[src/hdl/tpmc_pkg.sv]
// Shared constants, types and command codes for the two-point moisture calibration block.
package tpmc_pkg;

   localparam int NUM_CHANNELS = 8;
   localparam int SAMPLE_BITS  = 10;
   localparam int CHAN_BITS    = 3;
   localparam int PCT_BITS     = 7;
   localparam int VALUE_BITS   = 10;
   localparam int CMD_BITS     = 2;

   localparam int ADDR_BITS  = (NUM_CHANNELS > 1) ? $clog2(NUM_CHANNELS) : 1;
   localparam int DIFF_BITS  = SAMPLE_BITS + 1;
   localparam int PDIFF_BITS = PCT_BITS + 1;
   localparam int PROD_BITS  = DIFF_BITS + PDIFF_BITS;
   localparam int MAG_BITS   = SAMPLE_BITS + PCT_BITS;
   localparam int CNT_BITS   = $clog2(MAG_BITS + 1);
   localparam int SUM_BITS   = MAG_BITS + 2;

   localparam int REQ_FIELD_BITS = CHAN_BITS + SAMPLE_BITS + PCT_BITS;
   localparam int REQ_DATA_BITS  = ((REQ_FIELD_BITS + 7) / 8) * 8;
   localparam int RSP_DATA_BITS  = ((VALUE_BITS + 7) / 8) * 8;

   localparam int PCT_MAX   = 100;
   localparam int DRY_RESET = 580;
   localparam int WET_RESET = 200;

   typedef enum logic [CMD_BITS-1:0] {
      CMD_CALIBRATE = 2'd0,
      CMD_RAW       = 2'd1,
      CMD_SET_DRY   = 2'd2,
      CMD_SET_WET   = 2'd3
   } cmd_type;

   typedef struct packed {
      logic [SAMPLE_BITS-1:0] raw;
      logic [PCT_BITS-1:0]    pct;
   } point_type;

endpackage

[src/hdl/two_point_moisture_calibration.sv]
// Top level: per-channel two-point calibration of moisture samples with dry/wet point memories.
// Calibrated measure: read, start, divide (bit-serial span divider) and output states.
// Raw measure, set commands and calibrations with an error status: read and output states.
// One request at a time; req_tready returns as the output state loads the response register
// and raises rsp_tvalid, a step that waits while an earlier response is still unaccepted.
// Synchronous reset clears control and the point valid bits; unwritten points read 580/200/0/100.
module two_point_moisture_calibration
   import tpmc_pkg::*;
(
   input  logic                     clock,
   input  logic                     reset,
   input  logic                     req_tvalid,
   output logic                     req_tready,
   input  logic [REQ_DATA_BITS-1:0] req_tdata,  // channel, sample, ref_percent
   input  logic [CMD_BITS-1:0]      req_tuser,  // command
   output logic                     rsp_tvalid,
   input  logic                     rsp_tready,
   output logic [RSP_DATA_BITS-1:0] rsp_tdata,  // value
   output logic                     rsp_tuser   // status
);

   typedef enum logic [2:0] {
      ST_IDLE,
      ST_READ,
      ST_START,
      ST_DIV,
      ST_OUT
   } state_type;

   state_type state_ff;

   logic                   accept;
   cmd_type                req_cmd;
   logic [CHAN_BITS-1:0]   req_chan;
   logic [SAMPLE_BITS-1:0] req_sample;
   logic [PCT_BITS-1:0]    req_pct;
   logic [ADDR_BITS-1:0]   req_addr;
   logic                   req_chan_ok;
   logic                   dry_we;
   logic                   wet_we;

   point_type dry_mem [NUM_CHANNELS];
   point_type wet_mem [NUM_CHANNELS];
   logic [NUM_CHANNELS-1:0] dry_vld_ff;
   logic [NUM_CHANNELS-1:0] wet_vld_ff;
   point_type rd_dry_ff;
   point_type rd_wet_ff;
   logic      rd_dry_vld_ff;
   logic      rd_wet_vld_ff;

   cmd_type                cmd_ff;
   logic                   chan_ok_ff;
   logic [SAMPLE_BITS-1:0] sample_ff;

   point_type                    dry_pt;
   point_type                    wet_pt;
   logic signed [DIFF_BITS-1:0]  span_in;
   logic signed [DIFF_BITS-1:0]  diff_in;
   logic signed [PDIFF_BITS-1:0] pdiff_in;
   logic signed [PROD_BITS-1:0]  prod_in;
   logic signed [PROD_BITS-1:0]  prod_ff;
   logic signed [DIFF_BITS-1:0]  span_ff;
   logic [PCT_BITS-1:0]          pw_ff;
   logic                         neg_ff;

   logic                         div_start;
   logic                         div_done;
   logic [MAG_BITS-1:0]          div_dividend;
   logic [SAMPLE_BITS-1:0]       div_divisor;
   logic [MAG_BITS-1:0]          div_quotient;

   logic signed [SUM_BITS-1:0]   quot_ext;
   logic signed [SUM_BITS-1:0]   quot_sgn;
   logic signed [SUM_BITS-1:0]   sum_in;
   logic [VALUE_BITS-1:0]        cal_value_in;

   logic [VALUE_BITS-1:0] res_value_ff;
   logic                  res_status_ff;
   logic                  rsp_tvalid_ff;
   logic [VALUE_BITS-1:0] rsp_value_ff;
   logic                  rsp_status_ff;

   assign req_tready  = (state_ff == ST_IDLE);
   assign accept      = req_tvalid && req_tready;
   assign req_cmd     = cmd_type'(req_tuser);
   assign req_chan    = req_tdata[CHAN_BITS-1:0];
   assign req_sample  = req_tdata[CHAN_BITS +: SAMPLE_BITS];
   assign req_pct     = req_tdata[CHAN_BITS + SAMPLE_BITS +: PCT_BITS];
   assign req_addr    = ADDR_BITS'(req_chan);
   assign req_chan_ok = int'(req_chan) < NUM_CHANNELS;
   assign dry_we      = accept && (req_cmd == CMD_SET_DRY) && req_chan_ok;
   assign wet_we      = accept && (req_cmd == CMD_SET_WET) && req_chan_ok;

   always_ff @(posedge clock) begin
      if (dry_we) begin
         dry_mem[req_addr] <= '{raw: req_sample, pct: req_pct};
      end
      if (wet_we) begin
         wet_mem[req_addr] <= '{raw: req_sample, pct: req_pct};
      end
      if (accept) begin
         rd_dry_ff     <= dry_mem[req_addr];
         rd_wet_ff     <= wet_mem[req_addr];
         rd_dry_vld_ff <= dry_vld_ff[req_addr];
         rd_wet_vld_ff <= wet_vld_ff[req_addr];
      end
   end

   always_ff @(posedge clock) begin
      if (reset) begin
         dry_vld_ff <= '0;
         wet_vld_ff <= '0;
      end else begin
         if (dry_we) begin
            dry_vld_ff[req_addr] <= 1'b1;
         end
         if (wet_we) begin
            wet_vld_ff[req_addr] <= 1'b1;
         end
      end
   end

   assign dry_pt = rd_dry_vld_ff ? rd_dry_ff
                 : '{raw: SAMPLE_BITS'(DRY_RESET), pct: PCT_BITS'(0)};
   assign wet_pt = rd_wet_vld_ff ? rd_wet_ff
                 : '{raw: SAMPLE_BITS'(WET_RESET), pct: PCT_BITS'(PCT_MAX)};

   assign span_in  = $signed({1'b0, dry_pt.raw}) - $signed({1'b0, wet_pt.raw});
   assign diff_in  = $signed({1'b0, sample_ff}) - $signed({1'b0, wet_pt.raw});
   assign pdiff_in = $signed({1'b0, dry_pt.pct}) - $signed({1'b0, wet_pt.pct});
   assign prod_in  = PROD_BITS'(diff_in) * PROD_BITS'(pdiff_in);

   assign div_start    = (state_ff == ST_START);
   assign div_dividend = prod_ff[PROD_BITS-1] ? MAG_BITS'(-prod_ff) : MAG_BITS'(prod_ff);
   assign div_divisor  = span_ff[DIFF_BITS-1] ? SAMPLE_BITS'(-span_ff) : SAMPLE_BITS'(span_ff);

   tpmc_divider u_divider (
      .clock    (clock),
      .reset    (reset),
      .start    (div_start),
      .dividend (div_dividend),
      .divisor  (div_divisor),
      .done     (div_done),
      .quotient (div_quotient)
   );

   assign quot_ext = $signed({2'b00, div_quotient});
   assign quot_sgn = neg_ff ? -quot_ext : quot_ext;
   assign sum_in   = quot_sgn + $signed({{(SUM_BITS - PCT_BITS){1'b0}}, pw_ff});

   always_comb begin
      if (sum_in[SUM_BITS-1]) begin
         cal_value_in = '0;
      end else if (sum_in > SUM_BITS'(PCT_MAX)) begin
         cal_value_in = VALUE_BITS'(PCT_MAX);
      end else begin
         cal_value_in = VALUE_BITS'(sum_in);
      end
   end

   always_ff @(posedge clock) begin
      if (reset) begin
         state_ff      <= ST_IDLE;
         rsp_tvalid_ff <= 1'b0;
      end else begin
         if (rsp_tvalid_ff && rsp_tready && (state_ff != ST_OUT)) begin
            rsp_tvalid_ff <= 1'b0;
         end
         case (state_ff)
            ST_IDLE: begin
               if (accept) begin
                  cmd_ff     <= req_cmd;
                  chan_ok_ff <= req_chan_ok;
                  sample_ff  <= req_sample;
                  state_ff   <= ST_READ;
               end
            end
            ST_READ: begin
               prod_ff <= prod_in;
               span_ff <= span_in;
               pw_ff   <= wet_pt.pct;
               case (cmd_ff)
                  CMD_CALIBRATE: begin
                     res_value_ff <= '0;
                     if (!chan_ok_ff || (span_in == '0)) begin
                        res_status_ff <= 1'b1;
                        state_ff      <= ST_OUT;
                     end else begin
                        res_status_ff <= 1'b0;
                        state_ff      <= ST_START;
                     end
                  end
                  CMD_RAW: begin
                     res_value_ff  <= VALUE_BITS'(sample_ff);
                     res_status_ff <= 1'b0;
                     state_ff      <= ST_OUT;
                  end
                  default: begin
                     res_value_ff  <= VALUE_BITS'(sample_ff);
                     res_status_ff <= !chan_ok_ff;
                     state_ff      <= ST_OUT;
                  end
               endcase
            end
            ST_START: begin
               neg_ff   <= prod_ff[PROD_BITS-1] ^ span_ff[DIFF_BITS-1];
               state_ff <= ST_DIV;
            end
            ST_DIV: begin
               if (div_done) begin
                  res_value_ff <= cal_value_in;
                  state_ff     <= ST_OUT;
               end
            end
            ST_OUT: begin
               if (!rsp_tvalid_ff || rsp_tready) begin
                  rsp_tvalid_ff <= 1'b1;
                  rsp_value_ff  <= res_value_ff;
                  rsp_status_ff <= res_status_ff;
                  state_ff      <= ST_IDLE;
               end
            end
            default: begin
               state_ff <= ST_IDLE;
            end
         endcase
      end
   end

   assign rsp_tvalid = rsp_tvalid_ff;
   assign rsp_tdata  = RSP_DATA_BITS'(rsp_value_ff);
   assign rsp_tuser  = rsp_status_ff;

   a_div_done_in_div: assert property (@(posedge clock) disable iff (reset)
      div_done |-> (state_ff == ST_DIV))
      else $error("divider finished outside the divide state");

   a_one_request: assert property (@(posedge clock) disable iff (reset)
      accept |=> !req_tready)
      else $error("request accepted while another is in flight");

   a_pct_range: assert property (@(posedge clock) disable iff (reset)
      ((state_ff == ST_OUT) && (cmd_ff == CMD_CALIBRATE)) |-> (res_value_ff <= PCT_MAX))
      else $error("calibrated value outside the percent range");

endmodule

[src/hdl/tpmc_divider.sv]
// Restoring divider, one quotient bit per cycle, for the calibration span division.
module tpmc_divider
   import tpmc_pkg::*;
(
   input  logic                   clock,
   input  logic                   reset,
   input  logic                   start,
   input  logic [MAG_BITS-1:0]    dividend,
   input  logic [SAMPLE_BITS-1:0] divisor,
   output logic                   done,
   output logic [MAG_BITS-1:0]    quotient
);

   logic                   busy_ff;
   logic                   done_ff;
   logic [CNT_BITS-1:0]    cnt_ff;
   logic [SAMPLE_BITS-1:0] rem_ff;
   logic [SAMPLE_BITS-1:0] rem_in;
   logic [MAG_BITS-1:0]    quo_ff;
   logic [MAG_BITS-1:0]    quo_in;
   logic [SAMPLE_BITS-1:0] div_ff;
   logic [SAMPLE_BITS:0]   trial;
   logic                   fits;
   logic                   last_step;

   assign trial     = {rem_ff, quo_ff[MAG_BITS-1]};
   assign fits      = trial >= {1'b0, div_ff};
   assign rem_in    = fits ? SAMPLE_BITS'(trial - {1'b0, div_ff}) : SAMPLE_BITS'(trial);
   assign quo_in    = {quo_ff[MAG_BITS-2:0], fits};
   assign last_step = busy_ff && (cnt_ff == CNT_BITS'(1));

   always_ff @(posedge clock) begin
      if (reset) begin
         busy_ff <= 1'b0;
         done_ff <= 1'b0;
      end else begin
         done_ff <= last_step;
         if (start) begin
            busy_ff <= 1'b1;
         end else if (last_step) begin
            busy_ff <= 1'b0;
         end
      end
   end

   always_ff @(posedge clock) begin
      if (start) begin
         rem_ff <= '0;
         quo_ff <= dividend;
         div_ff <= divisor;
         cnt_ff <= CNT_BITS'(MAG_BITS);
      end else if (busy_ff) begin
         rem_ff <= rem_in;
         quo_ff <= quo_in;
         cnt_ff <= cnt_ff - CNT_BITS'(1);
      end
   end

   assign done     = done_ff;
   assign quotient = quo_ff;

endmodule

[config.mk]
export PLATFORM = sky130hd
export DESIGN_NAME = two_point_moisture_calibration
export DESIGN_NICKNAME = d
export VERILOG_FILES = /design/src/hdl/tpmc_pkg.sv /design/src/hdl/two_point_moisture_calibration.sv /design/src/hdl/tpmc_divider.sv
export SDC_FILE = /design/constraint.sdc
export NUM_CORES = 1
export LEC_CHECK = 0
export ABC_AREA = 1
export BUFFER_PORTS_ARGS = -buffer_cell sky130_fd_sc_hd__buf_2
export CAP_MARGIN = 30
export CORE_ASPECT_RATIO = 0.8
export CORE_MARGIN = 10
export CORE_UTILIZATION = 50
export DETAILED_ROUTE_END_ITERATION = 16
export PLACE_DENSITY = 0.76
export SLEW_MARGIN = 20
export SYNTH_ARGS = -nofsm -noshare
export SYNTH_HDL_FRONTEND = slang
export SYNTH_SLANG_ARGS = --single-unit
[constraint.sdc]
create_clock -name clock -period 11.9 [get_ports clock]
set_input_delay 2.975 -clock clock [delete_from_list [all_inputs] [get_ports clock]]
set_output_delay 2.975 -clock clock [all_outputs]
set_load 0.1 [all_outputs]
=== Word-level counts from Yosys, hierarchy flattened ===
Memory sizes are Yosys's and may differ from the RTL's. A register that Yosys moved wholly into a read port is not among the register bits.
Cells that the tools add are included.

* Input port bits: 30
* RAM bits: 272
* Memories kept: 2
* Output and inout port bits: 19
* Register bits after elaboration: 138
* Word-level logic and storage cells: 109

{| class="wikitable"
|+ Memory list
! name !! depth !! width !! read ports !! clocked after memory_dff !! wr ports !! RTL line !! source
|-
| dry_mem || 8 || 17 || 1 || 1 || 1 || two_point_moisture_calibration.sv:42 || <nowiki>point_type dry_mem [NUM_CHANNELS];</nowiki>
|-
| wet_mem || 8 || 17 || 1 || 1 || 1 || two_point_moisture_calibration.sv:43 || <nowiki>point_type wet_mem [NUM_CHANNELS];</nowiki>
|}

* Add/sub/neg operators: 9
* Bitwise operators: 4
* Reduce and logical (&&, ||, !) cells: 21
* Mux-type cells: 35
* Equal/unequal tests: 11
* $lt $le $gt $ge: 4
* Multipliers: 1

{| class="wikitable"
|+ Operators by type and width
! kind !! number
|-
| 17-bit 2-to-1 mux || 5
|-
| 10-bit 2-to-1 mux || 6
|-
| 10-bit by 10-bit subtractor with 11-bit output || 2
|-
| 10-bit case mux with 2 select lines || 1
|-
| 19-bit by 8-bit adder with 19-bit output || 1
|-
| 19-bit by 8-bit greater-than comparator with 1-bit output, second input constant || 1
|-
| 11-bit by 8-bit multiplier with 19-bit output || 1
|-
| 19-bit 2-to-1 mux || 1
|-
| 17-bit negator with 19-bit output || 1
|-
| 17-bit negator || 1
|-
| 8-bit OR || 2
|-
| 3-bit 2-to-1 mux || 5
|-
| 3-bit case mux with 5 select lines || 1
|-
| 1-bit 2-to-1 mux || 13
|-
| 3-bit AND reduction || 4
|-
| 11-bit by 10-bit greater-or-equal comparator with 1-bit output || 1
|-
| 11-bit zero test || 1
|-
| 10-bit negator || 1
|-
| 10-bit subtractor || 1
|-
| 7-bit by 7-bit subtractor with 8-bit output || 1
|-
| 1-bit logical AND || 7
|-
| 1-bit binary-select mux with 3-bit select || 2
|-
| 3-bit by 2-bit equality test with 1-bit output, second input constant || 2
|-
| 2-bit nonzero test || 3
|-
| 18 further kinds || 21
|}

=== Longest topological paths before layout ===
Gate-level depths: netlist (run 1).

* Depth in word-level cells: 8
* Mapped depth: 30
* Mapped depth without buffers: 29

=== Cells and area by module ===
Synthesis (run 1) repeated with hierarchy kept, for this count alone.

* Cells, all modules: 2079
* Area total of the unflattened synthesis: 22685.5 sq um

{| class="wikitable"
|+ By module, submodules not included
! module !! seq. area each (sq um) !! times used !! area each (sq um) !! cells an instance
|-
| two_point_moisture_calibration || 11781.3 || 1 || 20275.7 || 1774
|-
| tpmc_divider || 1151.1 || 1 || 2409.8 || 305
|}

=== Worst setup path after synthesis (run 1) ===
No wires, ideal clock.

* Path kind: input to register
* From: input port reset
* To: register prod_ff[0], enable pin
* Path buffers: 1
* Data required time: 11.423 ns
* Stages on the path: 2
* Path slack: 5.668 ns
* Data arrival time: 5.755 ns
* Library setup time: 0.477 ns
* Cells stage by stage: clkbuf_1 nor3_1

* Longest elaborated chain between the ends: 2

{| class="wikitable"
|+ RTL lines
! element !! RTL line !! source
|-
| start, declared || two_point_moisture_calibration.sv:11 || <nowiki>input logic reset,</nowiki>
|-
| 1-bit NOT (no source line) || -- ||
|-
| 2-bit AND reduction (no source line) || -- ||
|-
| end signal, assigned || two_point_moisture_calibration.sv:179 || <nowiki>prod_ff <= prod_in;</nowiki>
|-
| end, declared || two_point_moisture_calibration.sv:61 || <nowiki>logic signed [PROD_BITS-1:0] prod_ff;</nowiki>
|}

No other way between the ends.
A chain may end at the register's enable or synchronous reset.

==> results.json, run 1 <==
{
  "insertion_delay_ps": 570,
  "worstPathArrival_ps": 7570,
  "core_mm2": 0.04438,
  "cts-resized-gates": 0,
  "total_power_uw": 7002,
  "drt_wl_total_um": 51090,
  "cts_buffer_depth": 3,
  "grt.total_usage_pct": 18.96,
  "leakage_uw": 0.009958,
  "fin_nets": 2273,
  "hold_viol_final": 0,
  "reg2reg_from": "rd_wet_vld_ff$_DFFE_PP_",
  "peakVddDrop_mv": 0.3965,
  "synthFlopType": "edfxtp_1",
  "drive_above_1_share_pct": 9.379,
  "synth-compound-area-share_pct": 7.692,
  "ys_seq_area_share_pct": 57.70,
  "routedWlPerCell_um": 18.83,
  "path_max_fanout": 12,
  "skew_ps": 27.40,
  "critPathSlowestCell": "xor2_1",
  "dieArea_mm2": 0.05375,
  "powerDensity_mw_per_mm2": 282.8,
  "dp_hpwl_um": 34320,
  "relSlewSlack_pct": 40.20,
  "cts_made_buffers": 41,
  "netlist_instances": 2018,
  "worstReg2RegEnd": "prod_ff[16]$_DFFE_PP_",
  "initial_utilization_pct": 50.51,
  "synth_top_area_cell": "edfxtp_1",
  "cts_setup_buffers": 0,
  "drc": 0,
  "synth_fa_ha_area_share_pct": 11.69,
  "root_buffer": "clkbuf_16",
  "critPathRequiredTime_ps": 12200,
  "hp-class": "flop to flop",
  "finalCritPeriodShare_pct": 61.09,
  "port_buffers": 38,
  "grt_pass1_vias": 14970,
  "synth_commonest_cells": "406 x edfxtp_1, 342 x nand2_1, 294 x inv_1, 203 x nor2_1, 83 x ha_1",
  "worstSetupEndpoint": "prod_ff[16]$_DFFE_PP_",
  "critical_path_class": "flop to flop",
  "start_kind": "flop",
  "outcome": "complete, no violations",
  "synth_seq_cells": 443,
  "cts_hold_buf": 0,
  "antenna_cells": 0,
  "synth_top_area_share_pct": 54.39,
  "die_y_um": 209.4,
  "via_count": 14960,
  "grt_pass1_wl_um": 81180,
  "end_kind": "flop",
  "max_stage_delay_ps": 730,
  "fin_crit_ps": 7270,
  "synthArstFlopShare_pct": 0,
  "area_growth_pct": 10.46,
  "whs_ps": 418.3,
  "synthSimpleGateAreaFrac_pct": 13.93,
  "stdcell_count": 2714,
  "synth_area_mm2": 0.02241,
  "syn_avg_cell_area_um2": 11.11,
  "synth_xor_area_share_pct": 2.813,
  "ff2ff_path_depth": 27,
  "first_pass_iters": 5,
  "cts_max_level": 2,
  "placed_cells": 2640,
  "avgViaCountPerCell": 5.513,
  "cts_tree": "built",
  "die_w_um": 256.7,
  "clock.fmax_ghz": 0.1376,
  "rsz0062_at_grt": "false",
  "tightest_slew_ps": 894.0,
  "place_congestion": 0.9177,
  "slew_violations": 0,
  "cts.sinks": 443,
  "r2r_setup_slack_ps": 4630,
  "grt_start_max_net_pins": 39,
  "antenna_left": 0,
  "synth.most_common_cell": "edfxtp_1",
  "path_clk_slew_ps": 70,
  "synth-edff-count": 406,
  "min-delay-start": "res_value_ff[6]$_DFFE_PP_",
  "cp-startpoint": "rd_wet_vld_ff$_DFFE_PP_",
  "fin_setup_tns_ps": 0,
  "antenna_found_initial": 4,
  "synthMuxAreaShare_pct": 0,
  "io_pins": 49,
  "setup_viol": 0,
  "drv_cap": 0,
  "ys_types": 49,
  "overflow": 0,
  "yosys-top-cells-area": "edfxtp_1 54%, fa_1 7.1%, nand2_1 5.7%",
  "rows": 69,
  "drtIter0Drc": 1542,
  "ys_warn_count": 0,
  "synth_top_family_by_area": "simple AND/OR/NAND/NOR gates"
}
-- cell families (layout without fill, tap and decap cells) --
| kind of cell | after synthesis | count (layout) |
|---|---|---|
| xor+xnor | 72 | 72 |
| other cells | 1 | 6 |
| fa+ha+maj | 162 | 162 |
| flops | 443 | 443 |
| simple gates | 717 | 717 |
| buf+inv | 355 | 443 |
| compound gates | 268 | 268 |
-- per-layer routing --
| metal | global-route usage (%) | up-vias | wire length, µm |
|---|---|---|---|
| met3 | 3.633 | 72 | 4648 |
| met5 | 0 | - | 40 |
| met2 | 30.99 | 637 | 23850 |
| met1 | 25.66 | 7247 | 21600 |
| met4 | 4.991 | 6 | 948 |
| li1 | - | 6999 | - |
-- sequential cells by signal, indices dropped and copies added, names as in the netlist, 2 cells and up --
register	cells
span_ff	11
pw_ff	7
prod_ff	18
wet_vld_ff	8
u_divider.cnt_ff	5
state_ff	3
rd_wet_ff	17
res_value_ff	10
u_divider.quotient	17
u_divider.rem_ff	10
dry_vld_ff	8
dry_mem	136
cmd_ff	2
rsp_value_ff	10
u_divider.div_ff	10
rd_dry_ff	17
wet_mem	136
sample_ff	10
-- how the worst min path moves through the flow --
stage                                 to  depth (start not counted)
4_1_cts        rsp_value_ff[6]$_DFFE_PP_                          0
6_report       rsp_value_ff[6]$_DFFE_PP_                          0
5_1_grt        rsp_value_ff[8]$_DFFE_PP_                          0
3_5_place_dp   rsp_value_ff[6]$_DFFE_PP_                          0
2_1_floorplan        rsp_tuser$_DFFE_PP_                          0
3_3_place_gp   rsp_value_ff[6]$_DFFE_PP_                          0
-- power by group --
group / total [µW] / internal (µW) / switching [µW]
Combinational: 3670 / 1450 / 2230
Sequential: 2070 / 2000 / 72.3
Clock: 1260 / 684 / 573
Total: 7000 / 4130 / 2870
-- worst max-delay path, delay by kind of cell, from the launching register on --
family                   cells  cell delay (ps)
adder cells (fa/ha/maj)      7             2940
AO/OA/AOI/OAI                9             1680
flip-flops                   1              620
buffers and inverters        5              370
XOR/XNOR                     2              890
AND/OR/NAND/NOR              4              490
-- placed cells by master (no fill, tap or decap), types with 5 or more instances in the layout --
master,n
a21oi_1,70
a221oi_1,34
a22o_1,21
a22oi_1,46
buf_2,38
buf_4,30
clkbuf_16,41
clkinv_1,12
clkinv_2,9
conb_1,6
dfxtp_1,37
edfxtp_1,406
fa_1,79
ha_1,83
inv_1,294
nand2_1,342
nand2_2,14
nand3_1,52
nand3b_1,7
nand4_1,43
nor2_1,186
nor2_2,22
nor3_1,19
nor3_4,7
o21ai_0,69
o22ai_1,5
o31ai_1,5
or2_2,8
xnor2_1,22
xor2_1,49
-- area by class of cell --
| cell class | instances | area, µm² |
|---|---|---|
| Tap cell | 603 | 754.5 |
| Sequential cell | 443 | 12930 |
| Fill cell | 3649 | 19620 |
| Clock inverter | 28 | 240.2 |
| Timing Repair Buffer | 70 | 445.4 |
| Inverter | 300 | 1126 |
| Multi-Input combinational cell | 1225 | 8218 |
| Clock buffer | 45 | 1041 |
-- through the flow --
step / setup slack (ps) / utilization [%] / cell area [µm²]
detailed placement: 4651 / 52.85 / 23450
global placement: 4839 / 52.80 / 23430
global route: 4124 / 55.79 / 24760
finish: 4630 / 55.79 / 24760
CTS: 4612 / 55.74 / 24740
floorplan: 5668 / - / 22430
No activity file was read; power rests on OpenSTA's default activity.
==> run 2, diff against run 1 <==
- clock period: 11.9 -> 7 ns (I/O delays scaled with it)
==> run 2 against run 1 <==
Maximum frequency rose by 11%; die area unchanged; highest routed layer unchanged; power rose by 75%; setup slack worse by 4200 ps; largest cell class unchanged; via count is 0.51% higher.
==> results.json, run 2 (same netlist as run 1, synthesis figures left out) <==
{
  "routedWlPerCell_um": 18.81,
  "top_regs": "dry_mem: 136 flops, wet_mem: 136 flops, prod_ff: 18 flops",
  "initial_utilization_pct": 50.51,
  "root_buffer": "clkbuf_16",
  "final_common_cell": "edfxtp_1",
  "via_count": 15040,
  "overflow": 0,
  "max_stage_delay_ps": 560,
  "cts_tree": "built",
  "io_pins": 49,
  "drtIter0Drc": 1396,
  "fin_setup_tns_ps": 0,
  "slew_violations": 0,
  "insertion_delay_ps": 560,
  "worstPathArrival_ps": 6850,
  "path_clk_slew_ps": 70,
  "skew_ps": 16.63,
  "die_y_um": 209.4,
  "place_congestion": 0.9282,
  "core_mm2": 0.04438,
  "grt_pass1_vias": 14790,
  "grt.total_usage_pct": 18.84,
  "fin_crit_ps": 6557,
  "finalCritPeriodShare_pct": 93.68,
  "whs_path_depth": 0,
  "critical_path_class": "flop to flop",
  "drv_cap": 0,
  "cts_max_level": 2,
  "clock.fmax_ghz": 0.1525,
  "antenna_left": 0,
  "whs_ps": 421.0,
  "ff2ff_path_depth": 28,
  "outcome": "complete, no violations",
  "placed_cells": 2650,
  "critPathSlowestCell": "fa_1",
  "relSlewSlack_pct": 46.40,
  "dp_hpwl_um": 35300,
  "avgViaCountPerCell": 5.508,
  "drt_wl_total_um": 51340,
  "path_max_fanout": 10,
  "area_growth_pct": 11.46,
  "design_area_mm2": 0.02498,
  "drive_above_1_share_pct": 10.11,
  "start_kind": "flop",
  "peakVddDrop_mv": 0.7165,
  "tightest_slew_ps": 803.2,
  "cts.sinks": 443,
  "critPathRequiredTime_ps": 7290,
  "hp-class": "flop to flop",
  "hold_viol_final": 0,
  "antenna_found_initial": 2,
  "cts_made_buffers": 41,
  "fin_nets": 2285,
  "grt_pass1_wl_um": 80310,
  "mostFrequentLayoutCells": "406 x edfxtp_1, 342 x nand2_1, 294 x inv_1",
  "setup_viol": 0,
  "leakage_uw": 0.01008,
  "rows": 69,
  "die_w_um": 256.7,
  "first_pass_iters": 5,
  "fillers": 3582,
  "dieArea_mm2": 0.05375,
  "stdcell_count": 2730,
  "grt_start_max_net_pins": 39,
  "end_kind": "flop",
  "port_buffers": 38,
  "rsz0062_at_grt": "false",
  "drc": 0,
  "post_dp_cell_area_mm2": 0.02353,
  "powerDensity_mw_per_mm2": 491.2,
  "cts_buffer_depth": 3,
  "cpMostUsedCell": "fa_1"
}
## run 2: cell types whose count changed in the layout (fill, tap and decap cells not counted), sizes merged
cell,change
buf,+12
bufinv,+3
clkbuf,+11
clkinv,-11
clkinvlp,-2
diode,+1
inv,+2
## run 2: stage by stage
| step | worst slack, ps | utilization [%] | power (µW) |
|---|---|---|---|
| 3_3_place_gp | 443.1 | 53.01 | 9709 |
| 4_1_cts | 306.1 | 56.22 | 12270 |
| 5_1_grt | 69.82 | 56.29 | 13370 |
| 3_5_place_dp | 374.9 | 53.02 | 9936 |
| 2_1_floorplan | 770.4 | - | 8401 |
| 6_report | 442.6 | 56.30 | 12270 |
## run 2: routing by layer
metal	track usage (%)	vias to the layer above	wire [µm]
li1	-	7029	-
met1	26.13	7305	21960
met2	30.36	615	23740
met3	3.249	85	4564
met4	4.889	4	1057
met5	0	-	20
## run 2: final timing paths
| path | startpoint | end | slack [ps] |
|---|---|---|---|
| setup / recovery | rd_wet_vld_ff$_DFFE_PP_ | prod_ff[16]$_DFFE_PP_ | 440 |
| hold / removal | res_value_ff[5]$_DFFE_PP_ | rsp_value_ff[5]$_DFFE_PP_ | 420 |
| setup reg to reg | rd_wet_vld_ff$_DFFE_PP_ | prod_ff[16]$_DFFE_PP_ | 440 |
| hold reg to reg | res_value_ff[5]$_DFFE_PP_ | rsp_value_ff[5]$_DFFE_PP_ | 420 |
## run 2: report_power, final
part | internal, µW | switching (µW)
combinational | 2530 | 3880
clock | 1340 | 986
sequential | 3400 | 128
## run 2: layout make-up
type / count / area [µm²] / area share (%)
Sequential cell: 443 / 12930 / 51.77
Multi-Input combinational cell: 1225 / 8217 / 32.89
Clock buffer: 56 / 1132 / 4.532
Inverter: 300 / 1126 / 4.507
Tap cell: 603 / 754.5 / 3.020
Timing Repair Buffer: 82 / 528.0 / 2.113
Clock inverter: 20 / 290.3 / 1.162
Antenna cell: 1 / 2.502 / 0.01002
## run 2: worst max-delay path, delay by kind of cell, from the launching register on
family	cells	cell delay, ps
adder cells (fa/ha/maj)	7	3050
flip-flops	1	330
buffers and inverters	6	750
XOR/XNOR	2	320
AND/OR/NAND/NOR	5	390
AO/OA/AOI/OAI	8	1450
## run 2: what timing repair did
item	4_1_cts	5_1_grt
hold buffers	0	0
resized for setup	0	2
endpoints found under the setup margin	0	5
buffers inserted	0	2
